<file path="src/rtl/flm_pkg.sv">
`timescale 1ns / 1ps
// flm_pkg: shared types, constants and helpers of the fixed-string line matcher.
// No dependencies; every other file of the block imports it.
package flm_pkg;

    localparam int PAT_BYTES   = 32;   // bytes held by the pattern registers
    localparam int PAT_IDX_W   = $clog2(PAT_BYTES);
    localparam int PLEN_W      = 6;    // pattern_length register width
    localparam int CFG_IDX_W   = 3;
    localparam int CFG_DATA_W  = 64;
    localparam int LINE_NUM_W  = 31;
    localparam int QUEUE_DEPTH = 2;

    localparam logic OP_BYTE = 1'b0;
    localparam logic OP_END  = 1'b1;

    localparam logic [7:0] CHAR_NUL  = 8'h00;
    localparam logic [7:0] CHAR_NL   = 8'h0A;
    localparam logic [7:0] CHAR_A    = 8'h41;
    localparam logic [7:0] CHAR_Z    = 8'h5A;
    localparam logic [7:0] CASE_STEP = 8'h20;

    typedef enum logic [CFG_IDX_W-1:0] {
        REG_PAT0,
        REG_PAT1,
        REG_PAT2,
        REG_PAT3,
        REG_PLEN,
        REG_FOLD
    } cfg_reg_t;

    // Classified input item handed from the front to the back.
    typedef struct packed {
        logic       eos;
        logic       nl;
        logic       zero;
        logic [7:0] data;
    } item_t;

    // Current configuration as seen by the match engine.
    typedef struct packed {
        logic [PAT_BYTES-1:0][7:0] pattern;
        logic [PLEN_W-1:0]         length;
        logic                      fold;
    } cfg_t;

    function automatic logic [7:0] fold_byte(input logic [7:0] b, input logic en);
        logic [7:0] r;
        r = b;
        if (en && b >= CHAR_A && b <= CHAR_Z)
        begin
            r = b + CASE_STEP;
        end
        return r;
    endfunction

endpackage

</file>
<file path="src/rtl/flm_in_if.sv">
`timescale 1ns / 1ps
// flm_in_if: text input channel (op and text byte with valid/ready).
// Depends on flm_pkg.
interface flm_in_if;
    import flm_pkg::*;

    logic       valid;
    logic       ready;
    logic       op;
    logic [7:0] text_byte;

    modport source (output valid, output op, output text_byte, input ready);
    modport sink   (input valid, input op, input text_byte, output ready);
endinterface

</file>
<file path="src/rtl/flm_out_if.sv">
`timescale 1ns / 1ps
// flm_out_if: result channel (line report or end-of-stream status).
// Depends on flm_pkg.
interface flm_out_if;
    import flm_pkg::*;

    logic                  valid;
    logic                  ready;
    logic                  line_valid;
    logic [LINE_NUM_W-1:0] line_number;
    logic                  line_matched;
    logic                  stream_done;
    logic                  exit_status;

    modport source (output valid, output line_valid, output line_number, output line_matched,
                     output stream_done, output exit_status, input ready);
    modport sink   (input valid, input line_valid, input line_number, input line_matched,
                     input stream_done, input exit_status, output ready);
endinterface

</file>
<file path="src/rtl/flm_cfg_if.sv">
`timescale 1ns / 1ps
// flm_cfg_if: register write channel (index and data with valid/ready).
// Depends on flm_pkg.
interface flm_cfg_if;
    import flm_pkg::*;

    logic                  valid;
    logic                  ready;
    logic [CFG_IDX_W-1:0]  index;
    logic [CFG_DATA_W-1:0] data;

    modport source (output valid, output index, output data, input ready);
    modport sink   (input valid, input index, input data, output ready);
endinterface

</file>
<file path="src/rtl/flm_front.sv">
`timescale 1ns / 1ps
// flm_front: accepts text items and classifies them into a registered stage.
// Depends on flm_pkg and flm_in_if.
module flm_front (
    input  logic            clk,
    input  logic            rst_n,
    flm_in_if.sink          text,
    output logic            q_valid,
    input  logic            q_ready,
    output flm_pkg::item_t  q_item
);
    import flm_pkg::*;

    logic  valid_reg;
    item_t item_reg;
    item_t item_next;

    assign text.ready = !valid_reg || q_ready;
    assign q_valid    = valid_reg;
    assign q_item     = item_reg;

    always_comb
    begin
        item_next.eos  = (text.op == OP_END);
        item_next.nl   = (text.op == OP_BYTE) && (text.text_byte == CHAR_NL);
        item_next.zero = (text.op == OP_BYTE) && (text.text_byte == CHAR_NUL);
        item_next.data = text.text_byte;
    end

    always_ff @(posedge clk or negedge rst_n)
    begin
        if (!rst_n)
        begin
            valid_reg <= 1'b0;
        end
        else if (text.ready)
        begin
            valid_reg <= text.valid;
        end
    end

    always_ff @(posedge clk)
    begin
        if (text.valid && text.ready)
        begin
            item_reg <= item_next;
        end
    end

endmodule

</file>
<file path="src/rtl/flm_queue.sv">
`timescale 1ns / 1ps
// flm_queue: short FIFO of classified items between front and back.
// Depends on flm_pkg.
module flm_queue (
    input  logic            clk,
    input  logic            rst_n,
    input  logic            in_valid,
    output logic            in_ready,
    input  flm_pkg::item_t  in_item,
    output logic            out_valid,
    input  logic            out_ready,
    output flm_pkg::item_t  out_item
);
    import flm_pkg::*;

    localparam int PTR_W = (QUEUE_DEPTH > 1) ? $clog2(QUEUE_DEPTH) : 1;
    localparam int CNT_W = $clog2(QUEUE_DEPTH + 1);

    item_t            entries_reg [QUEUE_DEPTH];
    logic [PTR_W-1:0] wr_ptr_reg;
    logic [PTR_W-1:0] rd_ptr_reg;
    logic [CNT_W-1:0] count_reg;
    logic [PTR_W-1:0] wr_ptr_next;
    logic [PTR_W-1:0] rd_ptr_next;
    logic             push;
    logic             pop;

    assign in_ready  = (count_reg != CNT_W'(QUEUE_DEPTH));
    assign out_valid = (count_reg != '0);
    assign out_item  = entries_reg[rd_ptr_reg];
    assign push      = in_valid && in_ready;
    assign pop       = out_valid && out_ready;

    assign wr_ptr_next = (wr_ptr_reg == PTR_W'(QUEUE_DEPTH - 1)) ? '0 : wr_ptr_reg + 1'b1;
    assign rd_ptr_next = (rd_ptr_reg == PTR_W'(QUEUE_DEPTH - 1)) ? '0 : rd_ptr_reg + 1'b1;

    always_ff @(posedge clk or negedge rst_n)
    begin
        if (!rst_n)
        begin
            wr_ptr_reg <= '0;
            rd_ptr_reg <= '0;
            count_reg  <= '0;
        end
        else
        begin
            if (push)
            begin
                wr_ptr_reg <= wr_ptr_next;
            end
            if (pop)
            begin
                rd_ptr_reg <= rd_ptr_next;
            end
            if (push && !pop)
            begin
                count_reg <= count_reg + 1'b1;
            end
            else if (pop && !push)
            begin
                count_reg <= count_reg - 1'b1;
            end
        end
    end

    always_ff @(posedge clk)
    begin
        if (push)
        begin
            entries_reg[wr_ptr_reg] <= in_item;
        end
    end

endmodule

</file>
<file path="src/rtl/flm_back.sv">
`timescale 1ns / 1ps
// flm_back: match engine - byte window compare, line bookkeeping, result register.
// Depends on flm_pkg and flm_out_if.
module flm_back #(
    parameter int PATTERN_MAX = 32,
    parameter int LINE_BUFFER = 512
) (
    input  logic            clk,
    input  logic            rst_n,
    input  flm_pkg::cfg_t   cfg,
    input  logic            q_valid,
    output logic            q_ready,
    input  flm_pkg::item_t  q_item,
    flm_out_if.source       result
);
    import flm_pkg::*;

    localparam int CW    = $clog2(LINE_BUFFER);
    localparam int SW    = $clog2(PATTERN_MAX + 1);
    localparam int HIST  = (PATTERN_MAX > 1) ? PATTERN_MAX - 1 : 1;
    localparam int CMPW  = (SW > PLEN_W) ? SW : PLEN_W;

    // aligned, folded pattern: lane k holds the byte that must sit k places back
    logic [PLEN_W-1:0]     plen_c;
    logic [7:0]            apat_c      [PATTERN_MAX];
    logic [PATTERN_MAX-1:0] lane_en_c;
    logic [PLEN_W-1:0]     plen_reg;
    logic                  fold_reg;
    logic [7:0]            apat_reg    [PATTERN_MAX];
    logic [PATTERN_MAX-1:0] lane_en_reg;

    logic [7:0]            hist_reg    [HIST];
    logic [CW-1:0]         chunk_reg;
    logic [SW-1:0]         search_reg;
    logic                  zero_reg;
    logic                  hit_reg;
    logic [LINE_NUM_W-1:0] lines_reg;
    logic                  any_reg;

    logic                  out_valid_reg;
    logic                  out_line_valid_reg;
    logic [LINE_NUM_W-1:0] out_number_reg;
    logic                  out_matched_reg;
    logic                  out_done_reg;
    logic                  out_exit_reg;

    logic [PATTERN_MAX-1:0] lane_ok;
    logic                  window_eq;
    logic [SW-1:0]         search_inc;
    logic                  zero_now;
    logic                  new_hit;
    logic                  line_hit;
    logic                  line_final;
    logic                  close_byte;
    logic                  have_line;
    logic                  eos_hit;
    logic [LINE_NUM_W-1:0] lines_inc;
    logic                  pop;

    // pattern_length is six bits, so lengths above PATTERN_MAX are clamped to PATTERN_MAX
    always_comb
    begin
        int idx;
        idx    = 0;
        plen_c = cfg.length;
        if (int'(cfg.length) > PATTERN_MAX)
        begin
            plen_c = PLEN_W'(PATTERN_MAX);
        end
        for (int k = 0; k < PATTERN_MAX; k++)
        begin
            idx          = int'(plen_c) - 1 - k;
            apat_c[k]    = '0;
            lane_en_c[k] = (k < int'(plen_c));
            if (idx >= 0 && idx < PAT_BYTES)
            begin
                apat_c[k] = fold_byte(cfg.pattern[idx[PAT_IDX_W-1:0]], cfg.fold);
            end
        end
    end

    always_comb
    begin
        lane_ok[0] = !lane_en_reg[0] || (fold_byte(q_item.data, fold_reg) == apat_reg[0]);
        for (int k = 1; k < PATTERN_MAX; k++)
        begin
            lane_ok[k] = !lane_en_reg[k] ||
                         (fold_byte(hist_reg[k-1], fold_reg) == apat_reg[k]);
        end
    end

    assign window_eq  = &lane_ok;
    assign search_inc = (search_reg == SW'(PATTERN_MAX)) ? search_reg : search_reg + 1'b1;
    assign zero_now   = zero_reg || q_item.zero;
    assign new_hit    = !zero_now && (plen_reg != '0) &&
                        (CMPW'(search_inc) >= CMPW'(plen_reg)) && window_eq;
    assign line_hit   = hit_reg || new_hit;
    assign line_final = line_hit || (plen_reg == '0);
    assign close_byte = q_item.nl || (chunk_reg >= CW'(LINE_BUFFER - 2));
    assign have_line  = (chunk_reg != '0);
    assign eos_hit    = have_line && (hit_reg || (plen_reg == '0));
    assign lines_inc  = (&lines_reg) ? lines_reg : lines_reg + 1'b1;

    assign q_ready = !out_valid_reg || result.ready;
    assign pop     = q_valid && q_ready;

    assign result.valid        = out_valid_reg;
    assign result.line_valid   = out_line_valid_reg;
    assign result.line_number  = out_number_reg;
    assign result.line_matched = out_matched_reg;
    assign result.stream_done  = out_done_reg;
    assign result.exit_status  = out_exit_reg;

    always_ff @(posedge clk or negedge rst_n)
    begin
        if (!rst_n)
        begin
            chunk_reg     <= '0;
            search_reg    <= '0;
            zero_reg      <= 1'b0;
            hit_reg       <= 1'b0;
            lines_reg     <= '0;
            any_reg       <= 1'b0;
            out_valid_reg <= 1'b0;
        end
        else
        begin
            if (result.ready)
            begin
                out_valid_reg <= 1'b0;
            end
            if (pop && q_item.eos)
            begin
                chunk_reg     <= '0;
                search_reg    <= '0;
                zero_reg      <= 1'b0;
                hit_reg       <= 1'b0;
                lines_reg     <= '0;
                any_reg       <= 1'b0;
                out_valid_reg <= 1'b1;
            end
            else if (pop && close_byte)
            begin
                chunk_reg     <= '0;
                search_reg    <= '0;
                zero_reg      <= 1'b0;
                hit_reg       <= 1'b0;
                lines_reg     <= lines_inc;
                any_reg       <= any_reg || line_final;
                out_valid_reg <= 1'b1;
            end
            else if (pop)
            begin
                chunk_reg <= chunk_reg + 1'b1;
                zero_reg  <= zero_now;
                hit_reg   <= line_hit;
                if (!zero_now)
                begin
                    search_reg <= search_inc;
                end
            end
        end
    end

    always_ff @(posedge clk)
    begin
        plen_reg    <= plen_c;
        fold_reg    <= cfg.fold;
        apat_reg    <= apat_c;
        lane_en_reg <= lane_en_c;
        if (pop && !q_item.eos)
        begin
            hist_reg[0] <= q_item.data;
            for (int k = 1; k < HIST; k++)
            begin
                hist_reg[k] <= hist_reg[k-1];
            end
        end
        if (pop && q_item.eos)
        begin
            out_line_valid_reg <= have_line;
            out_number_reg     <= have_line ? lines_inc : '0;
            out_matched_reg    <= eos_hit;
            out_done_reg       <= 1'b1;
            out_exit_reg       <= !(any_reg || eos_hit);
        end
        else if (pop && close_byte)
        begin
            out_line_valid_reg <= 1'b1;
            out_number_reg     <= lines_inc;
            out_matched_reg    <= line_final;
            out_done_reg       <= 1'b0;
            out_exit_reg       <= 1'b0;
        end
    end

`ifndef SYNTH
    a_chunk_bound: assert property (@(posedge clk) disable iff (!rst_n)
        chunk_reg <= CW'(LINE_BUFFER - 2))
        else $error("line length passed the forced line end");

    a_eos_clears: assert property (@(posedge clk) disable iff (!rst_n)
        pop && q_item.eos |=> chunk_reg == '0 && lines_reg == '0 && !any_reg)
        else $error("stream state not cleared after end of stream");

    a_zero_in_line: assert property (@(posedge clk) disable iff (!rst_n)
        zero_reg |-> chunk_reg != '0)
        else $error("zero byte flag set on an empty line");

    a_line_number: assert property (@(posedge clk) disable iff (!rst_n)
        out_valid_reg && out_line_valid_reg |-> out_number_reg != '0)
        else $error("line report with line number zero");
`endif

endmodule

</file>
<file path="src/rtl/fixed_string_line_matcher.sv">
`timescale 1ns / 1ps
// fixed_string_line_matcher: top level - register file, front, queue and match engine.
// Depends on flm_pkg, flm_in_if, flm_out_if, flm_cfg_if, flm_front, flm_queue, flm_back.
//
// Channel   Dir  Payload                                              Transfer
// text      in   op, text_byte                                        valid & ready
// result    out  line_valid, line_number, line_matched, stream_done,  valid & ready
//                exit_status
// cfg       in   index, data                                          valid & ready
//
// One text byte per cycle sustained while results are taken; an item passes the front
// stage, the queue and the match engine with its result register on its way to a result.
// The window compare checks all PATTERN_MAX bytes at once, combinationally.
// rst_n clears stream state and the configuration registers to zero; a new stream starts at line 1.
// A stalled result holds the engine, the two-entry queue absorbs the front's
// items, then text.ready drops. cfg.ready is always high.
module fixed_string_line_matcher #(
    parameter int PATTERN_MAX = 32,
    parameter int LINE_BUFFER = 512
) (
    input  logic      clk,
    input  logic      rst_n,
    flm_in_if.sink    text,
    flm_out_if.source result,
    flm_cfg_if.sink   cfg
);
    import flm_pkg::*;

    localparam int WORD_BYTES = CFG_DATA_W / 8;

    // pattern words as written, byte 0 of word 0 is pattern byte 0
    logic [CFG_DATA_W-1:0] pat_words_reg [PAT_BYTES / WORD_BYTES];
    logic [PLEN_W-1:0]     plen_reg;
    logic                  fold_reg;
    cfg_t                  cfg_cur;

    logic  fq_valid;
    logic  fq_ready;
    item_t fq_item;
    logic  qb_valid;
    logic  qb_ready;
    item_t qb_item;

    assign cfg.ready = 1'b1;

    always_comb
    begin
        for (int i = 0; i < PAT_BYTES; i++)
        begin
            cfg_cur.pattern[i] = pat_words_reg[i / WORD_BYTES][(i % WORD_BYTES) * 8 +: 8];
        end
        cfg_cur.length = plen_reg;
        cfg_cur.fold   = fold_reg;
    end

    // register writes; indexes past the list are dropped
    always_ff @(posedge clk or negedge rst_n)
    begin
        if (!rst_n)
        begin
            for (int i = 0; i < PAT_BYTES / WORD_BYTES; i++)
            begin
                pat_words_reg[i] <= '0;
            end
            plen_reg <= '0;
            fold_reg <= 1'b0;
        end
        else if (cfg.valid && cfg.ready)
        begin
            case (cfg_reg_t'(cfg.index))
                REG_PAT0: pat_words_reg[0] <= cfg.data;
                REG_PAT1: pat_words_reg[1] <= cfg.data;
                REG_PAT2: pat_words_reg[2] <= cfg.data;
                REG_PAT3: pat_words_reg[3] <= cfg.data;
                REG_PLEN: plen_reg         <= cfg.data[PLEN_W-1:0];
                REG_FOLD: fold_reg         <= cfg.data[0];
                default:  ;
            endcase
        end
    end

    // front: takes a transfer and tags it (end of stream, newline, zero byte)
    flm_front u_front (
        .clk     (clk),
        .rst_n   (rst_n),
        .text    (text),
        .q_valid (fq_valid),
        .q_ready (fq_ready),
        .q_item  (fq_item)
    );

    // decoupling queue so the front keeps taking bytes while a result waits, until it fills
    flm_queue u_queue (
        .clk       (clk),
        .rst_n     (rst_n),
        .in_valid  (fq_valid),
        .in_ready  (fq_ready),
        .in_item   (fq_item),
        .out_valid (qb_valid),
        .out_ready (qb_ready),
        .out_item  (qb_item)
    );

    // back: window compare, line counting, result register
    flm_back #(
        .PATTERN_MAX (PATTERN_MAX),
        .LINE_BUFFER (LINE_BUFFER)
    ) u_back (
        .clk     (clk),
        .rst_n   (rst_n),
        .cfg     (cfg_cur),
        .q_valid (qb_valid),
        .q_ready (qb_ready),
        .q_item  (qb_item),
        .result  (result)
    );

endmodule
</file>
<file path="src/flat_wrapper.sv">
// flat-port wrapper written by rule: the top's interface ports become plain ports
module fixed_string_line_matcher_flat import flm_pkg::*;
#(
    parameter int PATTERN_MAX = 32,
    parameter int LINE_BUFFER = 512
)
  (clk, rst_n, text_valid, text_op, text_text_byte, text_ready, result_valid, result_line_valid, result_line_number, result_line_matched, result_stream_done, result_exit_status, result_ready, cfg_valid, cfg_index, cfg_data, cfg_ready);
  flm_in_if text_i ();
  flm_out_if result_i ();
  flm_cfg_if cfg_i ();
  input  logic clk;
  input  logic rst_n;
  input wire logic [$bits(text_i.valid)-1:0] text_valid;
  input wire logic [$bits(text_i.op)-1:0] text_op;
  input wire logic [$bits(text_i.text_byte)-1:0] text_text_byte;
  output wire logic [$bits(text_i.ready)-1:0] text_ready;
  output wire logic [$bits(result_i.valid)-1:0] result_valid;
  output wire logic [$bits(result_i.line_valid)-1:0] result_line_valid;
  output wire logic [$bits(result_i.line_number)-1:0] result_line_number;
  output wire logic [$bits(result_i.line_matched)-1:0] result_line_matched;
  output wire logic [$bits(result_i.stream_done)-1:0] result_stream_done;
  output wire logic [$bits(result_i.exit_status)-1:0] result_exit_status;
  input wire logic [$bits(result_i.ready)-1:0] result_ready;
  input wire logic [$bits(cfg_i.valid)-1:0] cfg_valid;
  input wire logic [$bits(cfg_i.index)-1:0] cfg_index;
  input wire logic [$bits(cfg_i.data)-1:0] cfg_data;
  output wire logic [$bits(cfg_i.ready)-1:0] cfg_ready;
  assign text_i.valid = text_valid;
  assign text_i.op = text_op;
  assign text_i.text_byte = text_text_byte;
  assign text_ready = text_i.ready;
  assign result_valid = result_i.valid;
  assign result_line_valid = result_i.line_valid;
  assign result_line_number = result_i.line_number;
  assign result_line_matched = result_i.line_matched;
  assign result_stream_done = result_i.stream_done;
  assign result_exit_status = result_i.exit_status;
  assign result_i.ready = result_ready;
  assign cfg_i.valid = cfg_valid;
  assign cfg_i.index = cfg_index;
  assign cfg_i.data = cfg_data;
  assign cfg_ready = cfg_i.ready;
  fixed_string_line_matcher #(.PATTERN_MAX(PATTERN_MAX), .LINE_BUFFER(LINE_BUFFER)) u_core (.clk(clk), .rst_n(rst_n), .text(text_i), .result(result_i), .cfg(cfg_i));
endmodule
</file>
<file path="config.mk">
export PLATFORM = sky130hd
export DESIGN_NAME = fixed_string_line_matcher_flat
export DESIGN_NICKNAME = d
export VERILOG_FILES = /design/src/rtl/flm_pkg.sv /design/src/rtl/flm_in_if.sv /design/src/rtl/flm_out_if.sv /design/src/rtl/flm_cfg_if.sv /design/src/rtl/flm_front.sv /design/src/rtl/flm_queue.sv /design/src/rtl/flm_back.sv /design/src/rtl/fixed_string_line_matcher.sv /design/src/flat_wrapper.sv
export SDC_FILE = /design/constraint.sdc
export NUM_CORES = 2
export LEC_CHECK = 0
export BUFFER_PORTS_ARGS = -buffer_cell sky130_fd_sc_hd__clkbuf_2
export CAP_MARGIN = 40
export CORE_ASPECT_RATIO = 2
export CORE_UTILIZATION = 35
export CTS_CLUSTER_DIAMETER = 100
export DETAILED_ROUTE_END_ITERATION = 8
export PLACE_DENSITY = 0.48
export SETUP_SLACK_MARGIN = 0.3
export SLEW_MARGIN = 20
export SYNTH_ARGS = -nofsm -noshare
export SYNTH_HDL_FRONTEND = slang
export SYNTH_SLANG_ARGS = --single-unit
</file>
<file path="constraint.sdc">
create_clock -name clk -period 17.5 [get_ports clk]
set_input_delay 3.5 -clock clk [delete_from_list [all_inputs] [get_ports clk]]
set_output_delay 3.5 -clock clk [all_outputs]
set_load 0.02 [all_outputs]
</file>
==> run summary <==
cell taking the most area after synthesis: edfxtp_1
clk_lat worst skew: 0.74 ns
Max stage delay on crit path: 0.87 ns
final net count: 5052
Post-Syn Instances: 4736
delay-heaviest family, CP: buffers and inverters
Worst Tran Pin Value: 1.12 ns
multi-input combinational cell area: 0.0316 sq mm
die width: 286 um
number of vias per cell: 5.90
final worst slack: 11.00 ns
# rows: 208
MaxCap Viol Count: 0
Reg clk slew, reported paths: 0.07 ns
CP Cell Sequence: buf_4, nand2b_4, ha_4, clkinv_2, ha_1, o21ai_0, o2111ai_2, buf_4, xnor2_4, buf_4, mux4_2, mux2i_1, a311oi_1, a2111oi_2, nand4_1, a21oi_1
initial antenna violation count: 12
minimum setup slack after placement: 11.02 ns
1st-iter DRT viols: 2991
max_slew headroom: 25.3%
DIE HEIGHT: 570 um
root buf cell: clkbuf_16
min cycle time layout: 6.50 ns
GPL Wtd Cong: 1.12
Post-DRT Antenna Nets: 0
Cell Area, Synth: 0.0564 sq mm
largest net degree at the start of global routing: 146
Final setup viols: 0
Synth top area share: 16.8%
Ports: 119
Fmax achieved: 154 MHz
Overall Global Routing Usage: 30.0%
slowest CP cell: clkinv_2
Final HPWL DP: 194000 um
IO buf count: 117
DRC Markers: 0
CP Capture Type: register
#FFs+latches synth: 928
WP data arrival: 7.13 ns
CORE AREA: 0.160 sq mm
commonest non-fill, non-tap cell in the layout: mux2i_1
cell mode on critical path: buf_4
Critical Path RT: 18.13 ns
cts hold-fix bufs: 0
Clock Skew: 0.0432 ns
Most used DFF post-synth: dfrtp_1
largest cells by area after synthesis: edfxtp_1, mux4_2, dfrtp_1
pins over their slew limit: 0
Distinct cells, synth: 93
TNS Setup: 0 ns
ys async rst share: 34.3%
drt pass-1 iters: 7
Post-Route WL: 244000 um
cts bufs inserted: 90
Initial Utilization: 35.2%
Yosys warnings: 0
worst r2r path cells: 16
status: completed
Routed wire per std cell: 34.6 um
crit start category: register
DR vias: 41624
Worst Hold Class: register to register
H-tree depth: 3
first-pass GRT wire length: 336000 um
setup bufs post-CTS: 0
area taken by flip-flops and latches: 0.0233 sq mm
period utilization: 37.2%
Sink Count: 928
Area growth, synth to finish: 12.5%
CTS tree: yes
most frequent cells in the layout: mux2i_1, nor2_1, mux4_2
Final Core Density: 39.6%
die area: 0.163 sq mm
final-layout fill cell count: 15594
WP buf/inv: 4
Critical Path Stages: 16
hold path depth: 0
clock buffer depth: 3
vias in the first global route: 41177
register area share after synthesis: 41.4%
remaining global-route overflow: 0
CP Class: register to register
Hold Vio Cnt, Final: 0
Post-synth EDFFs: 315
CP Max Fanout: 34
syn_nets: 4916
RSZ-0062 raised after global routing: false
post-CTS resize count: 0
Mean Syn Cell Area: 11.9 sq um
share of layout cells above drive strength 1: 24.4%
## per-stage QoR
| stage | area [sq um] | cells | hold WS [ns] |
|---|---|---|---|
| global placement | 59500 | 6814 | 0.426 |
| detailed placement | 59900 | 6861 | 0.437 |
| CTS | 63100 | 7028 | 0.452 |
| global route | 63400 | 7050 | 0.463 |
| finish | 63400 | 7052 | 0.451 |
| floorplan | 56400 | 4736 | 0.342 |
## synth_stat cells (all sizes together) (22+ instances only)
cell	number
nor2b	28
ha	99
nand3	120
a22oi	23
mux2i	581
a21oi	113
o21ai	118
nor3b	26
inv	146
mux4	369
clkbuf	110
o31ai	29
edfxtp	315
xor2	126
nand4	44
a211oi	30
nor2	375
o211ai	22
mux2	294
nand2	314
dfrtp	318
xnor2	227
dfxtp	295
nor3	90
buf	138
## per-layer routing
layer	up-vias	global-route usage [%]	wire length [um]
met5	-	0	18
li1	18141	-	-
met4	2	28.5	28700
met1	21438	29.9	81500
met2	1428	52.0	122000
met3	615	5.49	11700
## cells by family (layout without fill, tap and decap cells)
logic type,Yosys count,after routing,synth area share (%)
buffers and inverters,395,606,3.18
DFF,928,928,41.4
and+or+nand+nor,1154,1154,9.60
other,1,6,0.00665
adders and majority gates,99,99,2.20
xor gates and xnor gates,355,355,5.86
AOI/OAI and AO/OA,560,560,6.86
muxes,1244,1244,30.9
## path summary, 6_finish.rpt
path	slack, ns	to	start
setup / recovery	11.00	u_core.u_back.apat_reg[165]	u_core.plen_reg[1]
hold / removal	0.45	u_core.u_queue.entries_reg[0][10]	u_core.u_front.q_item[10]
setup reg to reg	11.00	u_core.u_back.apat_reg[165]	u_core.plen_reg[1]
hold reg to reg	0.45	u_core.u_queue.entries_reg[0][10]	u_core.u_front.q_item[10]
max in group asynchronous	12.88	u_core.cfg_cur[74]	rst_n
min in group asynchronous	2.76	u_core.cfg_cur[150]	rst_n
## cell type report
type                    count  share of cell area [%]
multi-input cells        3413                    49.8
flip-flops and latches    928                    36.8
clock buffers             124                    4.16
well taps                2100                    4.14
repair buffers            292                    3.43
inverters                 147                   0.895
clock inverters            43                   0.838
diodes                      5                  0.0197
Power is not shown: default switching activity piles up to over one toggle a cycle in this logic, so the estimate is an artifact.
